[src/ffsd_pkg.sv]
package ffsd_pkg;

  typedef enum logic [4:0] {
    PH_WAIT    = 5'b00001,
    PH_VERSION = 5'b00010,
    PH_LENGTH  = 5'b00100,
    PH_OFFSET  = 5'b01000,
    PH_DATA    = 5'b10000
  } phase_t;

  typedef enum logic [1:0] {
    KIND_DATA   = 2'd0,
    KIND_ACCEPT = 2'd1,
    KIND_DROP   = 2'd2
  } kind_t;

  localparam logic [7:0] START_BYTE    = 8'hFF;
  localparam logic [7:0] VERSION_RESET = 8'h01;
  localparam logic [7:0] MIN_LENGTH    = 8'd5;
  localparam logic [7:0] MAX_PAYLOAD   = 8'd250;

  typedef struct packed {
    logic       valid;
    kind_t      kind;
    logic [7:0] data;
    logic [7:0] payload_len;
  } result_t;

endpackage

[src/ffsd_in_reg.sv]
module ffsd_in_reg (
  input  logic       clk,
  input  logic       rst,
  input  logic       in_valid,
  output logic       in_ready,
  input  logic [7:0] in_byte,
  input  logic       advance,
  output logic       stage_valid,
  output logic [7:0] stage_byte
);

  assign in_ready = !stage_valid || advance;

  always_ff @(posedge clk) begin
    if (rst) begin
      stage_valid <= 1'b0;
    end else if (in_ready) begin
      stage_valid <= in_valid;
    end
  end

  always_ff @(posedge clk) begin
    if (in_valid && in_ready) begin
      stage_byte <= in_byte;
    end
  end

endmodule

[src/ffsd_decode.sv]
module ffsd_decode (
  input  logic              clk,
  input  logic              rst,
  input  logic              cfg_wr_en,
  input  logic [7:0]        cfg_wr_data,
  input  logic              step,
  input  logic [7:0]        stage_byte,
  output ffsd_pkg::result_t res
);
  import ffsd_pkg::*;

  phase_t     phase, phase_next;
  logic [7:0] expected_version;
  logic [7:0] byte_position, byte_position_next;
  logic [7:0] frame_length, frame_length_next;
  logic [7:0] next_stuff_position, next_stuff_position_next;
  logic [7:0] running_sum, running_sum_next;

  logic [7:0] pos_inc;
  logic [7:0] room;
  logic       stuffed;
  logic [7:0] decoded;
  logic       last_byte;

  assign pos_inc   = byte_position + 8'd1;
  assign room      = frame_length - pos_inc;
  assign stuffed   = (pos_inc == next_stuff_position);
  assign decoded   = stuffed ? START_BYTE : stage_byte;
  assign last_byte = ({1'b0, pos_inc} + 9'd1) == {1'b0, frame_length};

  always_comb begin
    phase_next               = phase;
    byte_position_next       = byte_position;
    frame_length_next        = frame_length;
    next_stuff_position_next = next_stuff_position;
    running_sum_next         = running_sum;
    res                      = '0;
    res.kind                 = KIND_DATA;

    if (stage_byte == START_BYTE) begin
      // restart; an open frame is dropped
      res.valid                = (phase != PH_WAIT);
      res.kind                 = KIND_DROP;
      phase_next               = PH_VERSION;
      byte_position_next       = '0;
      frame_length_next        = '0;
      next_stuff_position_next = '0;
      running_sum_next         = START_BYTE;
    end else begin
      unique case (phase)
        PH_VERSION: begin
          byte_position_next = pos_inc;
          running_sum_next   = running_sum + stage_byte;
          if (stage_byte != expected_version) begin
            res.valid         = 1'b1;
            res.kind          = KIND_DROP;
            phase_next        = PH_WAIT;
            frame_length_next = '0;
          end else begin
            phase_next = PH_LENGTH;
          end
        end
        PH_LENGTH: begin
          byte_position_next = pos_inc;
          running_sum_next   = running_sum + stage_byte;
          if (stage_byte < MIN_LENGTH) begin
            res.valid         = 1'b1;
            res.kind          = KIND_DROP;
            phase_next        = PH_WAIT;
            frame_length_next = '0;
          end else begin
            frame_length_next = stage_byte;
            phase_next        = PH_OFFSET;
          end
        end
        PH_OFFSET: begin
          byte_position_next = pos_inc;
          if (stage_byte > room) begin
            res.valid         = 1'b1;
            res.kind          = KIND_DROP;
            phase_next        = PH_WAIT;
            frame_length_next = '0;
          end else begin
            next_stuff_position_next = stage_byte + pos_inc;
            phase_next               = PH_DATA;
          end
        end
        PH_DATA: begin
          byte_position_next = pos_inc;
          if (stuffed && (stage_byte > room)) begin
            res.valid         = 1'b1;
            res.kind          = KIND_DROP;
            phase_next        = PH_WAIT;
            frame_length_next = '0;
          end else begin
            if (stuffed) begin
              next_stuff_position_next = stage_byte + pos_inc;
            end
            if (last_byte) begin
              phase_next        = PH_WAIT;
              frame_length_next = '0;
              res.valid         = 1'b1;
              if (running_sum != decoded) begin
                res.kind = KIND_DROP;
              end else begin
                res.kind        = KIND_ACCEPT;
                res.payload_len = frame_length - MIN_LENGTH;
              end
            end else begin
              running_sum_next = running_sum + decoded;
              res.valid        = 1'b1;
              res.kind         = KIND_DATA;
              res.data         = decoded;
            end
          end
        end
        default: begin
          phase_next = PH_WAIT;
        end
      endcase
    end
  end

  always_ff @(posedge clk) begin
    if (rst) begin
      expected_version <= VERSION_RESET;
    end else if (cfg_wr_en) begin
      expected_version <= cfg_wr_data;
    end
  end

  always_ff @(posedge clk) begin
    if (rst) begin
      phase               <= PH_WAIT;
      byte_position       <= '0;
      frame_length        <= '0;
      next_stuff_position <= '0;
      running_sum         <= '0;
    end else if (step) begin
      phase               <= phase_next;
      byte_position       <= byte_position_next;
      frame_length        <= frame_length_next;
      next_stuff_position <= next_stuff_position_next;
      running_sum         <= running_sum_next;
    end
  end

endmodule

[src/ffsd_out_reg.sv]
module ffsd_out_reg (
  input  logic              clk,
  input  logic              rst,
  input  logic              load,
  input  ffsd_pkg::result_t res,
  output logic              free,
  output logic              out_valid,
  input  logic              out_ready,
  output logic [1:0]        out_kind,
  output logic [7:0]        out_data,
  output logic [7:0]        out_payload_len
);
  import ffsd_pkg::*;

  kind_t kind;

  assign free     = !out_valid || out_ready;
  assign out_kind = kind;

  always_ff @(posedge clk) begin
    if (rst) begin
      out_valid <= 1'b0;
    end else if (load) begin
      out_valid <= res.valid;
    end else if (out_ready) begin
      out_valid <= 1'b0;
    end
  end

  always_ff @(posedge clk) begin
    if (load && res.valid) begin
      kind            <= res.kind;
      out_data        <= res.data;
      out_payload_len <= res.payload_len;
    end
  end

endmodule

[src/ff_stuffed_frame_decoder_core.sv]
// Byte-stuffed frame decoder. Takes one received byte per transaction and
// emits decoded payload bytes followed by one accept or drop mark per frame;
// bytes outside a frame produce nothing. Throughput is one byte per clock
// unless the output stalls: an input register feeds a combinational decode
// step that updates the frame state and loads a result register. While a
// result waits unaccepted, the input register takes one more byte and then
// holds the input off until the result register is emptied. Write
// expected_version only while idle.
module ff_stuffed_frame_decoder_core (
  input  logic       clk,
  input  logic       rst,
  input  logic       cfg_wr_en,
  input  logic [7:0] cfg_wr_data,
  input  logic       in_valid,
  output logic       in_ready,
  input  logic [7:0] in_byte,
  output logic       out_valid,
  input  logic       out_ready,
  output logic [1:0] out_kind,
  output logic [7:0] out_data,
  output logic [7:0] out_payload_len
);
  import ffsd_pkg::*;

  logic       stage_valid;
  logic [7:0] stage_byte;
  logic       free;
  logic       advance;
  result_t    res;

  assign advance = stage_valid && free;

  ffsd_in_reg u_in_reg (
    .clk         (clk),
    .rst         (rst),
    .in_valid    (in_valid),
    .in_ready    (in_ready),
    .in_byte     (in_byte),
    .advance     (advance),
    .stage_valid (stage_valid),
    .stage_byte  (stage_byte)
  );

  ffsd_decode u_decode (
    .clk         (clk),
    .rst         (rst),
    .cfg_wr_en   (cfg_wr_en),
    .cfg_wr_data (cfg_wr_data),
    .step        (advance),
    .stage_byte  (stage_byte),
    .res         (res)
  );

  ffsd_out_reg u_out_reg (
    .clk             (clk),
    .rst             (rst),
    .load            (advance),
    .res             (res),
    .free            (free),
    .out_valid       (out_valid),
    .out_ready       (out_ready),
    .out_kind        (out_kind),
    .out_data        (out_data),
    .out_payload_len (out_payload_len)
  );

endmodule

[config.mk]
export PLATFORM = sky130hd
export DESIGN_NAME = ff_stuffed_frame_decoder_core
export DESIGN_NICKNAME = d
export VERILOG_FILES = /design/src/ffsd_pkg.sv /design/src/ffsd_in_reg.sv /design/src/ffsd_decode.sv /design/src/ffsd_out_reg.sv /design/src/ff_stuffed_frame_decoder_core.sv
export SDC_FILE = /design/constraint.sdc
export NUM_CORES = 1
export LEC_CHECK = 0
export BUFFER_PORTS_ARGS = -buffer_cell sky130_fd_sc_hd__buf_2
export CAP_MARGIN = 0
export CORE_MARGIN = 2
export CORE_UTILIZATION = 52
export CTS_BUF_LIST = sky130_fd_sc_hd__clkbuf_8 sky130_fd_sc_hd__clkbuf_16
export DETAILED_ROUTE_END_ITERATION = 8
export PLACE_DENSITY = 0.75
export SLEW_MARGIN = 20
export SYNTH_ARGS = -nofsm -noshare
export SYNTH_HDL_FRONTEND = slang
export SYNTH_SLANG_ARGS = --single-unit
[constraint.sdc]
create_clock -name clk -period 13.5 [get_ports clk]
set_input_delay 1.35 -clock clk [delete_from_list [all_inputs] [get_ports clk]]
set_output_delay 1.35 -clock clk [all_outputs]
set_load 0.02 [all_outputs]
==> flow_summary.json, run 1 <==
{
  "htreeDepth": 3,
  "first_global_vias": 4128,
  "cts_root_buf": "clkbuf_8",
  "drt-initial-drc-count": 347,
  "cts_sinks": 73,
  "drc": 0,
  "critPathMaxFanout": 15,
  "initial_core_util": 0.540,
  "routedWlPerCell_um": 17.0,
  "ys.flop_type": "dfxtp_1",
  "relSlewSlack": 0.289,
  "placedInstanceArea_mm2": 0.00526,
  "cts_tree": "yes",
  "nets": 639,
  "hold_ws_ps": 497,
  "setup_viol": 0,
  "synth_xor_xnor_area_share": 0.0953,
  "drtAntennaViolNets": 0,
  "powerDensity_mw_per_mm2": 79.1,
  "grt_overflow_total": 0,
  "dieArea_mm2": 0.0104,
  "synth_edf_count": 26,
  "dp_cells": 706,
  "fin_crit_sh": 0.524,
  "fin_crit_ps": 7080,
  "end_kind": "flop",
  "post_cts_resized": 0,
  "status": "complete, no violations",
  "crit_type": "flop to flop",
  "path_common_cell": "maj3_1",
  "synth_area_mm2": 0.00501,
  "syn_avg_cell_area_um2": 8.80,
  "cp.arrival_ps": 7320,
  "yosysTopAreaCell": "dfxtp_1",
  "max_freq_ghz": 0.141,
  "seq_area_frac_synth": 0.343,
  "io-pin-count": 41,
  "wl_um": 12300,
  "ys_ff_latch": 73,
  "insertion_delay_ps": 360,
  "fp.coreArea_mm2": 0.00928,
  "netlist.area_leader.share": 0.188,
  "drive_above_1_share": 0.110,
  "grt_pass1_wl_um": 20300,
  "dp_hpwl_um": 9020,
  "postLayoutCoreUtil": 0.585,
  "ys_types": 63,
  "numPortBuffers": 40,
  "yosys-top-cells-area": "dfxtp_1 (19%), edfxtp_1 (16%), ha_1 (6.7%), xnor2_1 (6.6%), nor2_1 (3.5%)",
  "synth_fp_nets": 621,
  "finalMaxSlewViolations": 0,
  "critPathLaunchType": "flop",
  "synth-compound-area-share": 0.192,
  "hold_viol": 0,
  "r2r_cells": 18,
  "track_usage": 0.249,
  "synthSimpleGateAreaFrac": 0.184,
  "synth_cells": 570,
  "synthAdderAreaFrac": 0.0973,
  "worst_slew_pin_slew_ps": 1060,
  "path_clk_slew_ps": 80,
  "path_cells": "inv_1 > ha_1 > ha_1 > a21o_1 > maj3_1 > maj3_1 > maj3_1 > maj3_1 > maj3_1 > xor2_1 > ha_1 > a2111oi_0 > nand3_1 > and3_1 > a311o_1 > a31oi_1 > or4_1 > mux2_2",
  "synth_warnings": 0,
  "synth_top_family_by_area": "compound AO/OA/AOI/OAI gates",
  "synth_mux_area_frac": 0.0342,
  "ir_worst_vdd_mv": 0.0630,
  "gp_congestion": 0.950,
  "numCtsBuffers": 9,
  "die_w_um": 102,
  "whs_path_depth": 2,
  "ys_async_sr_fraction": 0,
  "drv_cap": 0,
  "vias": 4405,
  "row_count": 35,
  "grt_max_degree": 36,
  "p_leak_nw": 2.12,
  "grt_setup_unrepaired": "no",
  "fin_skew_ps": 18.8,
  "antenna_found_initial": 0,
  "post_drt_via_cell_ratio": 6.10,
  "dr.pass1.iters": 5,
  "area_growth_pct": 8.36,
  "hold_path.class": "flop to flop",
  "ctsLongestPathBuffers": 2,
  "stdcell_count": 722,
  "design_area_mm2": 0.00543,
  "cts_hold_buf": 0,
  "cts_setup_buffers": 0,
  "setup_tns_ps": 0,
  "cp_slowest_cell": "a31oi_1",
  "diodes": 0,
  "slowest_delay_ps": 780,
  "final_cell_mix": "nor2_1 (47), dfxtp_1 (47), buf_2 (40)",
  "crit_required_ps": 13740,
  "die_h_um": 102
}
## metrics by stage
step	power [mW]	setup WS (ps)
floorplan	0.265	7730
global placement	0.275	6880
detailed placement	0.276	6470
CTS	0.430	6460
global route	0.443	6050
finish	0.430	6420
## sequential cells by signal (all words and copies together), names as in the netlist, 2 cells and up
name	flops
u_out_reg.out_payload_len	8
u_decode.next_stuff_position	8
u_decode.expected_version	8
u_decode.frame_length	8
u_decode.byte_position	8
u_decode.running_sum	8
u_out_reg.out_data	8
u_decode.phase	5
u_out_reg.out_kind	2
u_in_reg.stage_byte	8
## logic make-up after synthesis
family / after synthesis
DFF: 73
xor gates and xnor gates: 53
buffers and inverters: 69
muxes: 17
AOI/OAI and AO/OA: 139
and+or+nand+nor: 180
adders and majority gates: 39
## cells in the mapped netlist (all sizes together) (15+ instances only)
| cell type | number |
|---|---|
| o21ai | 26 |
| a21oi | 33 |
| dfxtp | 47 |
| ha | 27 |
| nand3 | 15 |
| inv | 34 |
| mux2i | 16 |
| edfxtp | 26 |
| nor2 | 47 |
| clkbuf | 28 |
| nand2 | 29 |
| xnor2 | 38 |
## per-layer routing
metal / wire length (um) / part of all wire / track usage / vias up
met4: 283 / 0.023 / 0.0872 / 0
li1: - / - / - / 2105
met5: 0 / 0 / 0 / -
met1: 5220 / 0.42 / 0.329 / 2071
met2: 5710 / 0.46 / 0.407 / 202
met3: 1080 / 0.088 / 0.0513 / 27
## where the power goes
part	total (mW)	leakage, nW	switching, mW	internal [mW]
logic	0.0323	1.46	0.0177	0.0146
clock network	0.158	0.0803	0.0898	0.0679
registers	0.240	0.583	0.00914	0.230
## final cells by class
| type | count | area (um^2) |
|---|---|---|
| clock buffers | 9 | 124 |
| clock inverters | 7 | 52.6 |
| fillers | 861 | 3850 |
| inverters | 34 | 128 |
| multi-input cells | 428 | 3030 |
| flip-flops and latches | 73 | 1720 |
| well taps | 129 | 161 |
| repair buffers | 42 | 215 |
## critical path: cells and delay by family, from the launching register on
family                     cells  cell delay (ps)
adders and majority gates      8             3070
xor gates and xnor gates       1              160
muxes                          1              370
AOI/OAI and AO/OA              4             1770
and+or+nand+nor                3              820
buffers and inverters          1              180
DFF                            1              610
## worst paths after layout
kind / slack, ps / endpoint / start
hold reg to reg: 500 / u_decode.next_stuff_position[6] / u_decode.next_stuff_position[6]
setup / recovery: 6420 / u_decode.frame_length[3] / u_decode.byte_position[0]
hold / removal: 500 / u_decode.next_stuff_position[6] / u_decode.next_stuff_position[6]
setup reg to reg: 6420 / u_decode.frame_length[3] / u_decode.byte_position[0]
Note: power is estimated with default switching activity, not from simulation.
==> inputs of run 2 (changes only) <==
- clock period: 13.5 -> 6.8 ns (I/O delays scaled with it)
==> run 2 against run 1 <==
Net effect: final area rose by 0.92%; worst setup slack lost 5700 ps; utilization is 0.54 points higher; first-iteration DRC count increased by 2.9%; die area is the same; critical path depth increased by 1; clock skew fell by 2.3 ps; critical path type unchanged; critical endpoint is now u_out_reg.out_payload_len[6]; largest cell class unchanged.
==> flow_summary.json, run 2 (synthesized netlist as in run 1, its figures left out) <==
{
  "r2r_cells": 19,
  "path_common_cell": "maj3_1",
  "routedWlPerCell_um": 17.0,
  "grt_max_degree": 36,
  "end_kind": "flop",
  "initial_core_util": 0.540,
  "insertion_delay_ps": 360,
  "dp_hpwl_um": 8950,
  "setup_viol": 0,
  "powerDensity_mw_per_mm2": 162,
  "fin_skew_ps": 16.6,
  "crit_type": "flop to flop",
  "cts_setup_buffers": 0,
  "fp.coreArea_mm2": 0.00928,
  "power.switching_mw": 0.231,
  "critPathBufInv": 3,
  "relSlewSlack": 0.451,
  "max_freq_ghz": 0.164,
  "path_cells": "buf_4 > inv_1 > ha_1 > ha_1 > a21o_1 > maj3_1 > maj3_1 > maj3_1 > maj3_1 > maj3_1 > xor2_1 > ha_1 > a2111oi_0 > nand3_1 > and3_1 > a221oi_1 > nand2_1 > o21ai_0 > inv_1",
  "fin_crit_ps": 6090,
  "ctsLongestPathBuffers": 2,
  "die_h_um": 102,
  "path_clk_slew_ps": 90,
  "die_w_um": 102,
  "power_frac_comb": 0.072,
  "grt_overflow_total": 0,
  "io-pin-count": 41,
  "critPathMaxFanout": 18,
  "finalMaxSlewViolations": 0,
  "drtAntennaViolNets": 0,
  "slowest_delay_ps": 470,
  "dieArea_mm2": 0.0104,
  "final_cell_mix": "nor2_1 (47), dfxtp_1 (47), buf_2 (40)",
  "dr.pass1.iters": 5,
  "cts_hold_buf": 0,
  "antenna_found_initial": 0,
  "critical-path-top-delay-family": "adder cells",
  "dp_cells": 711,
  "post_cts_resized": 0,
  "drv_cap": 0,
  "num-fill-cells": 841,
  "p_leak_nw": 2.17,
  "switching_share": 0.260,
  "row_count": 35,
  "power.internal_mw": 0.659,
  "drc": 0,
  "p_seq_frac": 0.535,
  "area_growth_pct": 9.36,
  "fin_crit_sh": 0.896,
  "diodes": 0,
  "vias": 4392,
  "cp.arrival_ps": 6100,
  "htreeDepth": 3,
  "nets": 644,
  "cp_slowest_cell": "a2111oi_0",
  "hold_ws_ps": 492,
  "p_clk_frac": 0.392,
  "post_drt_via_cell_ratio": 6.04,
  "finalWorstSetupSlack_ps": 708,
  "numCtsBuffers": 9,
  "worst_slew_pin_slew_ps": 818,
  "cts_tree": "yes",
  "drt-initial-drc-count": 357,
  "numPortBuffers": 40,
  "cts_root_buf": "clkbuf_8",
  "whs_path_depth": 1,
  "grt_pass1_wl_um": 20100,
  "grt_setup_unrepaired": "no",
  "gp_congestion": 0.940,
  "status": "complete, no violations",
  "wl_um": 12400,
  "drive_above_1_share": 0.115,
  "critPathLaunchType": "flop",
  "stdcell_count": 727,
  "crit_required_ps": 6810,
  "dp_slack_ps": 812,
  "track_usage": 0.250,
  "cts_sinks": 73,
  "setup_tns_ps": 0,
  "path_depth": 19,
  "ir_worst_vdd_mv": 0.113,
  "hold_viol": 0,
  "first_global_vias": 3984,
  "r2r_slack_ps": 710,
  "hold_path.class": "input port to flop"
}
run 2: cell count changes in the layout (fill, tap and decap cells not counted):
| cell | previous run | this run |
|---|---|---|
| nor4_2 | 1 | 0 |
| buf_4 | 2 | 7 |
| nor4_1 | 4 | 5 |
| clkinv_1 | 1 | 0 |
| clkinvlp_4 | 3 | 2 |
| o31ai_2 | 1 | 0 |
| clkinv_2 | 0 | 1 |
| bufinv_16 | 0 | 1 |
| o31ai_1 | 0 | 1 |
run 2: cell type report:
class / instances / area (um^2) / share of cell area
well taps: 129 / 161 / 0.0294
flip-flops and latches: 73 / 1720 / 0.314
repair buffers: 47 / 253 / 0.0461
clock buffers: 9 / 124 / 0.0226
clock inverters: 7 / 76.3 / 0.0139
inverters: 34 / 128 / 0.0233
multi-input cells: 428 / 3020 / 0.551
run 2: power by group through the flow:
stage | registers, mW | clock network [mW] | logic [mW]
global placement | 0.485 | 0 | 0.0611
detailed placement | 0.486 | 0 | 0.0641
global route | 0.477 | 0.373 | 0.0728
CTS | 0.476 | 0.354 | 0.0644
floorplan | 0.473 | 0 | 0.0525
finish | 0.476 | 0.349 | 0.0645
run 2: per-layer routing:
metal | track usage | up-vias | share of wire | wire length, um
li1 | - | 2112 | - | -
met1 | 0.342 | 2082 | 0.46 | 5710
met2 | 0.408 | 181 | 0.46 | 5680
met3 | 0.0376 | 17 | 0.063 | 784
met4 | 0.0779 | 0 | 0.018 | 217
met5 | 0 | - | 0 | 0
run 2: path summary, 6_finish.rpt:
path / start / endpoint
max: u_decode.byte_position[0] / u_out_reg.out_payload_len[6]
min: in_byte[4] / u_in_reg.stage_byte[4]
max reg2reg: u_decode.byte_position[0] / u_out_reg.out_payload_len[6]
min reg2reg: u_decode.next_stuff_position[3] / u_decode.next_stuff_position[3]
run 2: per-stage QoR:
step                total power, mW   util  cell area, um^2
floorplan                     0.526      -             5010
global placement              0.546  0.569             5280
detailed placement            0.550  0.569             5280
CTS                           0.894  0.591             5480
global route                  0.922  0.591             5480
finish                        0.890  0.591             5480
